--- src/rtl/bmmf_pkg.sv ---
// Shared types and constants for the binary mask morphology filter.
package bmmf_pkg;

    localparam int DEF_MAX_WIDTH  = 1024;
    localparam int DEF_MAX_HEIGHT = 1024;
    localparam int DEF_MAX_RADIUS = 8;

    localparam int CFG_DW = 11;
    localparam int CFG_AW = 2;

    localparam logic [CFG_AW-1:0] REG_FRAME_WIDTH  = 2'd0;
    localparam logic [CFG_AW-1:0] REG_FRAME_HEIGHT = 2'd1;
    localparam logic [CFG_AW-1:0] REG_FILTER_MODE  = 2'd2;
    localparam logic [CFG_AW-1:0] REG_RADIUS       = 2'd3;

    localparam logic [CFG_DW-1:0] RST_FRAME_WIDTH  = 11'd1024;
    localparam logic [CFG_DW-1:0] RST_FRAME_HEIGHT = 11'd1024;

    localparam logic [1:0] MODE_PASS   = 2'd0;
    localparam logic [1:0] MODE_DILATE = 2'd1;
    localparam logic [1:0] MODE_ERODE  = 2'd2;
    localparam logic [1:0] MODE_CLOSE  = 2'd3;

    typedef enum logic [1:0] {
        SCAN_DILATE_IN,
        SCAN_ERODE_IN,
        SCAN_ERODE_DIL
    } scan_kind_t;

    typedef enum logic [2:0] {
        ST_IDLE,
        ST_DECIDE,
        ST_DIL_SCAN,
        ST_DIL_DRAIN,
        ST_DIL_WR,
        ST_OUT_SCAN,
        ST_OUT_DRAIN,
        ST_EMIT
    } state_t;

    typedef struct packed {
        logic       accept;
        logic       scan_start;
        logic       scan_on_j;
        scan_kind_t scan_kind;
        logic       scan_step;
        logic       dil_write;
        logic       out_load;
        logic       frame_clear;
    } cmd_t;

    typedef struct packed {
        logic [1:0] mode;
        logic       dil_needed;
        logic       out_due;
        logic       out_in_frame;
        logic       out_last;
        logic       scan_last;
        logic       out_free;
    } status_t;

endpackage

--- src/rtl/bmmf_ctrl.sv ---
// Sequencer for the mask filter: accept, window scans, store writes, result.
module bmmf_ctrl (
    input  logic              clk,
    input  logic              rst_n,
    input  logic              in_valid,
    output logic              in_ready,
    input  bmmf_pkg::status_t status,
    output bmmf_pkg::cmd_t    cmd
);
    import bmmf_pkg::*;

    state_t state_reg;
    state_t state_next;

    always_ff @(posedge clk or negedge rst_n)
    begin
        if (!rst_n)
        begin
            state_reg <= ST_IDLE;
        end
        else
        begin
            state_reg <= state_next;
        end
    end

    always_comb
    begin
        logic out_decide;
        out_decide = 1'b0;
        cmd        = '0;
        cmd.scan_kind = SCAN_DILATE_IN;
        in_ready   = 1'b0;
        state_next = state_reg;
        case (state_reg)
            ST_IDLE:
            begin
                in_ready = 1'b1;
                if (in_valid)
                begin
                    cmd.accept = 1'b1;
                    state_next = ST_DECIDE;
                end
            end
            ST_DECIDE:
            begin
                if (status.dil_needed)
                begin
                    cmd.scan_start = 1'b1;
                    cmd.scan_on_j  = 1'b1;
                    cmd.scan_kind  = SCAN_DILATE_IN;
                    state_next     = ST_DIL_SCAN;
                end
                else
                begin
                    out_decide = 1'b1;
                end
            end
            ST_DIL_SCAN:
            begin
                cmd.scan_step = 1'b1;
                if (status.scan_last)
                begin
                    state_next = ST_DIL_DRAIN;
                end
            end
            ST_DIL_DRAIN:
            begin
                state_next = ST_DIL_WR;
            end
            ST_DIL_WR:
            begin
                cmd.dil_write = 1'b1;
                out_decide    = 1'b1;
            end
            ST_OUT_SCAN:
            begin
                cmd.scan_step = 1'b1;
                if (status.scan_last)
                begin
                    state_next = ST_OUT_DRAIN;
                end
            end
            ST_OUT_DRAIN:
            begin
                state_next = ST_EMIT;
            end
            ST_EMIT:
            begin
                if (status.out_free)
                begin
                    cmd.out_load    = 1'b1;
                    cmd.frame_clear = status.out_last;
                    state_next      = ST_IDLE;
                end
            end
            default:
            begin
                state_next = ST_IDLE;
            end
        endcase

        if (out_decide)
        begin
            if (!status.out_due)
            begin
                state_next = ST_IDLE;
            end
            else if (!status.out_in_frame)
            begin
                cmd.frame_clear = 1'b1;
                state_next      = ST_IDLE;
            end
            else if (status.mode == MODE_PASS)
            begin
                state_next = ST_EMIT;
            end
            else
            begin
                cmd.scan_start = 1'b1;
                cmd.scan_on_j  = 1'b0;
                case (status.mode)
                    MODE_ERODE: cmd.scan_kind = SCAN_ERODE_IN;
                    MODE_CLOSE: cmd.scan_kind = SCAN_ERODE_DIL;
                    default:    cmd.scan_kind = SCAN_DILATE_IN;
                endcase
                state_next = ST_OUT_SCAN;
            end
        end
    end

    a_accept_idle: assert property (@(posedge clk) disable iff (!rst_n)
        cmd.accept |-> state_reg == ST_IDLE)
        else $error("beat accepted outside idle");
    a_scan_ends: assert property (@(posedge clk) disable iff (!rst_n)
        (state_reg == ST_OUT_SCAN && status.scan_last) |=> state_reg == ST_OUT_DRAIN)
        else $error("scan did not drain");
    a_load_emit: assert property (@(posedge clk) disable iff (!rst_n)
        cmd.out_load |-> status.out_free)
        else $error("result loaded into busy output");

endmodule

--- config.mk ---
export PLATFORM = sky130hd
export DESIGN_NAME = bmmf_ctrl
export DESIGN_NICKNAME = d
export VERILOG_FILES = /design/src/rtl/bmmf_pkg.sv /design/src/rtl/bmmf_ctrl.sv
export SDC_FILE = /design/constraint.sdc
export NUM_CORES = 1
export LEC_CHECK = 0
export CAP_MARGIN = 10
export CORE_AREA = 2 2 39 41
export DETAILED_ROUTE_END_ITERATION = 6
export DIE_AREA = 0 0 41 43
export DONT_BUFFER_PORTS = 1
export GPL_TIMING_DRIVEN = 0
export PLACE_DENSITY = 0.5
export SYNTH_ARGS = -nofsm -noshare
export SYNTH_HDL_FRONTEND = slang
export SYNTH_SLANG_ARGS = --single-unit
--- constraint.sdc ---
create_clock -name clk -period 2.1 [get_ports clk]
set_input_delay 0.315 -clock clk [delete_from_list [all_inputs] [get_ports clk]]
set_output_delay 0.315 -clock clk [all_outputs]
set_load 0.01 [all_outputs]
Word level (Yosys, flattened, before mapping)
Cells that the tools add are included.
{ "totals": {"output_inout_bits": 10, "reg_bits": 3, "elab_cells": 49} }
{ "classes": {"n_eq_ne": 14, "n_mux": 29, "reduce_logical": 5} }
{ "op_table": {"columns": ["cell", "count"], "rows": [
  ["two-way mux 3 bit", 8],
  ["two-way mux 4 bit", 6],
  ["one-hot mux 3 bit (7 select lines)", 1],
  ["!= test 3 bit (second input constant)", 5],
  ["== test 3 bit (second input constant)", 4],
  ["two-way mux 1 bit", 9],
  ["nonzero test 8 bit", 1],
  ["== test 3 x 2 -> 1 bit (second input constant)", 2],
  ["two-way mux 2 bit", 3],
  ["AND reduction 6 bit", 1],
  ["== test 2 bit (second input constant)", 2],
  ["one-hot mux 2 bit (2 select lines)", 1],
  ["== test 3 x 1 -> 1 bit (second input constant)", 1],
  ["zero test 3 bit", 1],
  ["zero test 2 bit", 1],
  ["one-hot mux 1 bit (2 select lines)", 1],
  ["OR reduction 2 bit", 1]
]} }

Longest topological paths before layout
Gate-level depths: netlist (run 1).
{ "depth": {"word_depth": 6, "ltp_mapped": 7} }

Worst setup path before layout (run 1)
No wires, ideal clock.
{ "synth_timing": {"kind": "flip-flop to output port", "from": "register state_reg[1]", "to": "output port cmd[4] (netlist name)", "n_path_buf": 0, "path_stages_with_launch": 6, "required_ns": 1.785, "slack_ns": 0.225, "t_arrival_ns": 1.560, "path_cell_list": "dfrtp_1 inv_1 ha_1 nor3b_4 o211ai_2 nor3b_1"} }
{ "synth_rtl": {"columns": ["element", "line_no", "rtl"], "rows": [
  ["from (decl)", "bmmf_ctrl.sv:12", "state_t state_reg;"],
  ["from (signal assigned)", "bmmf_ctrl.sv:23", "state_reg <= state_next;"],
  ["to (decl)", "bmmf_ctrl.sv:8", "output bmmf_pkg::cmd_t cmd"]
]} }

==> results of run 1 <==
==> cells in the final DEF (no fill, tap or decap), types with 2 or more instances in the layout <==
master    netlist  routed
dfrtp_1         3       2
and2_1          2       2
nor2_1          3       3
nand2b_1        2       2
clkbuf_4        0       3
buf_4           0       7
nand2_1         6       6
inv_2           0       2
ha_1            6       4
o211ai_1        4       4
==> kinds of logic after synthesis <==
family / count (synthesis) / share of synthesized area, %
and+or+nand+nor: 26 / 35.0
DFF: 3 / 15.1
buffers and inverters: 5 / 5.54
AOI/OAI and AO/OA: 14 / 29.2
adders and majority gates: 6 / 15.1
==> routing by layer <==
layer	vias to the layer above	part of all wire, %	track usage, %
met4	0	0	6.00
met1	204	46	22.2
met5	-	0	0
li1	217	-	-
met2	7	50	24.1
met3	0	3.6	0.524
==> how the worst max path moves through the flow <==
stage                       from  cells past startpoint  slack (ns)  endpoint
finish              state_reg[0]                      7        0.09    cmd[5]
global route        state_reg[0]                      7      -0.009    cmd[5]
CTS                 state_reg[1]                      6       0.003    cmd[0]
detailed placement  state_reg[1]                      5       -0.04    cmd[4]
global placement    state_reg[1]                      5       -0.02    cmd[4]
floorplan           state_reg[1]                      5        0.22    cmd[4]
==> synthesized netlist by cell type, drive strengths merged <==
master | number | share of area (%)
nor2 | 3 | 2.3
nor4 | 1 | 1.3
o2bb2ai | 1 | 1.8
nor2b | 1 | 1.3
o21ai | 1 | 1.0
o311ai | 1 | 3.3
nand2b | 4 | 7.1
nor3 | 2 | 3.0
o22a | 1 | 2.0
and3 | 2 | 2.8
dfrtp | 3 | 15
and2b | 1 | 1.8
inv | 3 | 2.3
o311a | 1 | 2.0
o21a | 1 | 1.8
nor3b | 2 | 5.3
nand2 | 6 | 4.5
o2111ai | 1 | 1.8
o21bai | 1 | 1.5
and3b | 1 | 2.0
and2 | 2 | 2.5
o211ai | 5 | 8.6
buf | 2 | 3.3
ha | 6 | 15
or2 | 1 | 1.3
a2111oi | 1 | 5.5
==> where the power goes <==
group	internal (mW)	switching [mW]	leakage (nW)
registers	0.0905	0.0374	0.0372
logic	0.345	0.369	0.206
clock network	0.0711	0.0281	0.0150
==> through the flow <==
step	util, %	setup TNS, ns
floorplan	-	0
global placement	37.3	-0.0243
global route	46.4	-0.00934
detailed placement	37.3	-0.0390
finish	46.4	0
CTS	42.9	0
==> repair_timing <==
action                                 CTS  global route
setup endpoints to repair                4             4
endpoints found under the hold margin    3             0
hold buffers                             1             0
buffers inserted                         2             4
gates resized for setup                  5             6
pin swaps                                1             1
==> cell type report <==
class / count / area [sq um] / share of cell area [%]
Multi-Input combinational cell: 46 / 434 / 67.6
Inverter: 3 / 11.3 / 1.75
Sequential cell: 3 / 76.3 / 11.9
Timing Repair Buffer: 7 / 55.1 / 8.58
Clock buffer: 4 / 26.3 / 4.09
Buffer: 2 / 18.8 / 2.92
Tap cell: 16 / 20.0 / 3.12
==> worst reg2reg max path, stage by stage (launching register included) <==
cell and delay (ns):
dfrtp_1 0.42, inv_2 0.06, buf_4 0.15, ha_1 0.25, nor4_1 0.34, nor3_2 0.11, o21a_2 0.23, o311ai_2 0.26
==> summary.txt, run 1 <==
Critical path
  • Crit end category: primary output
  • CP cell instances: inv_2 -> ha_2 -> and2_1 -> buf_4 -> o211ai_4 -> inv_1 -> and3_4
  • Critical Path RT: between 1.5 and 2 ns
  • R2R depth: 7
  • Slowest CP cell: dfrtp_1
  • R2r endpoint: state_reg[0]
  • Worst r2r src: state_reg[0]
  • Critical path class: flip-flop to primary output
  • Critical path launch point type: flip-flop
  • Crit-path leading delay family: flip-flops
  • Slowest stage delay, CP: roughly 0.42 ns
  • Worst EP arrival: ~1.7 ns
  • Crit Path Max Fanout: 6
  • R2r setup slk: around 0.17 ns
  • Buf/Inv on CP: 3

Hold path
  • Hold depth: 3
  • Hold crit path type: primary input to flip-flop
  • Hold Path End: state_reg[1]
  • HP Start: status[6]

GRT
  • First-pass GRT wire length: slightly below 2000 um
  • GRT Overall Usage: between 10% and 20%
  • Vias in the first global route: ~460
  • Largest net degree at the start of global routing: 11
  • GR Overflow Total: 0
  • Initial antenna violation count: 0

Logic synthesis
  • Syn nets: between 70 and 80
  • Seq/Total Area, Yosys: between 15 and 20%
  • Cell area after synthesis: 497 sq um
  • Synth cell types: 33
  • Seq cells post-synth: 3
  • Cells after Synth: 54
  • Mapped Avg Cell Area: roughly 9.2 sq um
  • Syn. warnings: 0

Place
  • Count of input and output buffers: 0
  • Detailed placement HPWL: 851 um
  • Global placement routability congestion: 0.733
  • Worst slack, placed: -0.0390 ns
  • Placed cells: 70
  • Dpl cell area: between 500 and 600 sq um

Timing
  • Worst Skew: between 0.0001 and 0.00015 ns
  • Crit share post-route: between 90% and 100%
  • Setup-failing EPs final: 0
  • Worst slew margin: about four fifths
  • Slew Viols, Final: 0
  • Least-Margin Pin Slew: a little over 0.3 ns
  • Fin Hold WS: just over 0.3 ns
  • Final-report hold violation count: 0
  • Setup ws final: between 0.08 and 0.09 ns
  • Fmax: approximately 500 MHz
  • Final period demand of the worst path: 2.01 ns

Detailed routing
  • Remaining DRCs: 0
  • ANT nets after route: 0
  • Final WL: 1110 um
  • Vias: ~430
  • Drt first pass iters: 2
  • Vias per cell: roughly 5.3
  • Wire per inst: around 14 um
  • First DRT Iteration DRCs: 4

Finish
  • Final Non-Filler Cells: between 80 and 90
  • Filler cells: between 100 and 150
  • Area grow syn2layout: 29.2%
  • Final instance area: between 600 and 700 sq um
  • Diode count: 0
  • Largest register FFs: 3
  • Fraction of layout cells with a size suffix above 1: between 40% and 50%
  • # nets final: 83

Die
  • Die width: just over 40 um
  • I/O Pins: 21
  • Initial core utilization: roughly 36%
  • Row count: 14
  • Core box area: 0.00138 sq mm
  • Die ar.: approximately 0.0018 sq mm
  • Die Y: roughly 43 um

CTS
  • Clock Sink Count: 3
  • CTS tree: done
  • Max Root-Sink Buffers: 2
  • Root Buffer: clkbuf_4
  • Num CTS Buffers: 3
  • Clock latency on the worst-skew pair: around 0.23 ns
  • Clock transition at path regs: 0.04 ns
  • H-tree levels: 1

Power and ir drop
  • VDD IR-drop max: approximately 0.67 mV
  • Total power: 0.941 mW
  • Leak Pwr: roughly 0.26 nW
  • Power per cell area: between 1000 and 1500 mW/mm^2

Run status
  • Status: finished clean

Job
  • MaxCap Viol Count: 0
Note: power is estimated with default switching activity, not from simulation.
==> run 2, diff against run 1 <==
--- a/config.mk
+++ b/config.mk
@@ -8,2 +8,4 @@
 export CAP_MARGIN = 10
+export CELL_PAD_IN_SITES_DETAIL_PLACEMENT = 0
+export CELL_PAD_IN_SITES_GLOBAL_PLACEMENT = 1
 export CORE_AREA = 2 2 39 41
@@ -13,3 +15,3 @@
 export GPL_TIMING_DRIVEN = 0
-export PLACE_DENSITY = 0.5
+export PLACE_DENSITY = 0.65
 export SYNTH_ARGS = -nofsm -noshare
==> constraint.sdc (replaced) <==
create_clock -name clk -period 2.1 [get_ports clk]
set_input_delay 0.525 -clock clk [delete_from_list [all_inputs] [get_ports clk]]
set_output_delay 0.525 -clock clk [all_outputs]
set_load 0.01 [all_outputs]
==> summary.txt, run 2 (synthesis results as in run 1) <==
Place
  • Dpl cell area: 517 sq um (unchanged)
  • Placed cells: 70 (unchanged)
  • Global placement routability congestion: 0.709 (was 0.733)
  • Detailed placement HPWL: 864 um (was 851 um)
  • Count of input and output buffers: 0 (unchanged)

Finish
  • Largest register FFs: 3 (unchanged)
  • Filler cells: 147 (was 142)
  • Area grow syn2layout: 39.8% (was 29.2%)
  • Final Non-Filler Cells: 85 (was 81)
  • Fraction of layout cells with a size suffix above 1: 50.7% (was 47.7%)
  • Final instance area: 694 sq um (was 642 sq um)
  • Commonest cells after routing, fill and taps aside: buf_4 (9), nand2_1 (6), o211ai_1 (4), ha_1 (4) (was buf_4 (7), nand2_1 (6), o211ai_1 (4), ha_1 (4))
  • Diode count: 0 (unchanged)
  • Most common cell after layout, fill and taps aside: buf_4 (unchanged)
  • # nets final: 87 (was 83)

CTS
  • CTS tree: done (unchanged)
  • H-tree levels: 1 (unchanged)
  • Max Root-Sink Buffers: 2 (unchanged)
  • Clock Sink Count: 3 (unchanged)
  • Root Buffer: clkbuf_4 (unchanged)
  • Clock latency on the worst-skew pair: 0.23 ns (about the same)
  • Num CTS Buffers: 3 (unchanged)
  • Clock transition at path regs: 0.04 ns (about the same)

Die
  • Row count: 14 (unchanged)
  • Die width: 41 um (unchanged)
  • Initial core utilization: 35.9% (unchanged)
  • Die Y: 43 um (unchanged)
  • Core box area: 0.00138 sq mm (unchanged)
  • Die ar.: 0.00176 sq mm (unchanged)
  • I/O Pins: 21 (unchanged)

Critical path
  • Worst EP arrival: 1.59 ns (was 1.70 ns)
  • Critical Path RT: 1.57 ns (was 1.78 ns)
  • Critical path launch point type: flip-flop (unchanged)
  • Critical path class: flip-flop to primary output (unchanged)
  • Crit end category: primary output (unchanged)
  • Crit Path Max Fanout: 6 (unchanged)

Timing
  • Setup ws final: -0.0134 ns (was 0.0877 ns)
  • Setup-failing EPs final: 2 (was 0)
  • Slew Viols, Final: 0 (unchanged)
  • Least-Margin Pin Slew: 0.335 ns (was 0.302 ns)
  • Sum Neg Setup Slack: -0.0171 ns (was 0 ns)
  • Fin Hold WS: 0.518 ns (was 0.305 ns)
  • Fmax: 473 MHz (was 497 MHz)
  • Worst slew margin: 77.5% (was 79.7%)
  • Final-report hold violation count: 0 (unchanged)
  • Final period demand of the worst path: 2.11 ns (was 2.01 ns)
  • Unrepaired setup endpoints after global routing: yes
  • Worst Skew: 0.000659 ns (was 0.000117 ns)
  • Crit share post-route: 101% (was 95.8%)

Hold path
  • Hold crit path type: primary input to flip-flop (unchanged)

GRT
  • GR Overflow Total: 0 (unchanged)
  • Vias in the first global route: 470 (was 456)
  • Initial antenna violation count: 0 (unchanged)
  • GRT Overall Usage: 17.9% (was 15.6%)
  • Largest net degree at the start of global routing: 11 (unchanged)
  • First-pass GRT wire length: 2060 um (was 1930 um)

Power and ir drop
  • Leak Pwr: 0.286 nW (was 0.258 nW)
  • VDD IR-drop max: 0.733 mV (was 0.666 mV)
  • Power per cell area: 1530 mW/mm^2 (was 1470 mW/mm^2)

Detailed routing
  • Final WL: 1290 um (was 1110 um)
  • ANT nets after route: 0 (unchanged)
  • Drt first pass iters: 4 (was 2)
  • First DRT Iteration DRCs: 4 (unchanged)
  • Wire per inst: 15.1 um (was 13.7 um)
  • Vias per cell: 5.34 (was 5.28)
  • Vias: 454 (was 428)
  • Remaining DRCs: 0 (unchanged)

Job
  • MaxCap Viol Count: 0 (unchanged)

Run status
  • Status: complete, but fails checks (was finished clean)
  • Failing checks: setup timing
[run 2: cell count changes in the layout (fill, tap and decap cells not counted)]
cell     change
dfrtp_1      +1
and2_4       +1
buf_8        +1
ha_2         -1
ha_4         +1
and2_1       -1
buf_6        +1
dfrtp_2      -1
buf_4        +2
[run 2: final timing paths]
| check | startpoint | end | slack, ns | cells after the start |
|---|---|---|---|---|
| setup / recovery | state_reg[1] | cmd[7] | -0.01 | 5 |
| hold / removal | status[3] | state_reg[2] | 0.52 | 2 |
| setup reg to reg | state_reg[1] | state_reg[0] | 0.13 | 7 |
| hold reg to reg | state_reg[0] | state_reg[0] | 0.78 | 3 |
| max in group asynchronous | rst_n | state_reg[1] | 1.42 | 1 |
| min in group asynchronous | rst_n | state_reg[2] | 0.54 | 1 |
[run 2: worst max-delay path, cell delays in order (launching register included)]
cell and delay, ns:
dfrtp_1 0.38, inv_2 0.11, ha_4 0.16, nor3b_4 0.30, o211ai_4 0.14, o21bai_1 0.27
[run 2: layout make-up]
class | instances | area (sq um) | share of cell area (%)
Multi-Input combinational cell | 46 | 447 | 64.3
Timing Repair Buffer | 11 | 88.8 | 12.8
Sequential cell | 3 | 75.1 | 10.8
Clock buffer | 4 | 26.3 | 3.78
Buffer | 2 | 26.3 | 3.78
Tap cell | 16 | 20.0 | 2.88
Inverter | 3 | 11.3 | 1.62
[run 2: timing repair]
item / in CTS / in global routing
gates resized for setup: 13 / 2
endpoints found under the hold margin: 3 / 0
endpoints found under the setup margin: 4 / 4
hold buffers: 1 / 0
pin swaps: 4 / 4
setup buffers: 7 / 3
[run 2: metrics by stage]
stage / setup slack, ns / total power, mW / utilization (%)
final: -0.0134 / 1.06 / 50.2
after global routing: -0.107 / 1.17 / 50.2
after CTS: -0.0228 / 1.02 / 48.1
after detailed placement: -0.253 / 0.756 / 37.3
after global placement: -0.241 / 0.746 / 37.3
after floorplan: 0.0146 / 0.640 / -
[run 2: report_power, final]
| part | leakage (nW) | internal [mW] | switching (mW) | total, mW |
|---|---|---|---|---|
| sequential | 0.0385 | 0.0889 | 0.0331 | 0.122 |
| combinational | 0.233 | 0.421 | 0.418 | 0.839 |
| clock | 0.0150 | 0.0711 | 0.0285 | 0.0997 |
[run 2: routing by layer]
layer  share of wire (%)  wire [um]  track usage [%]  up-vias
li1                    -          -                -      229
met4                 1.8         23             10.0        0
met1                  44        559             22.4      211
met2                  51        661             27.5       12
met5                   0          0                0        -
met3                 3.2         41             3.14        2
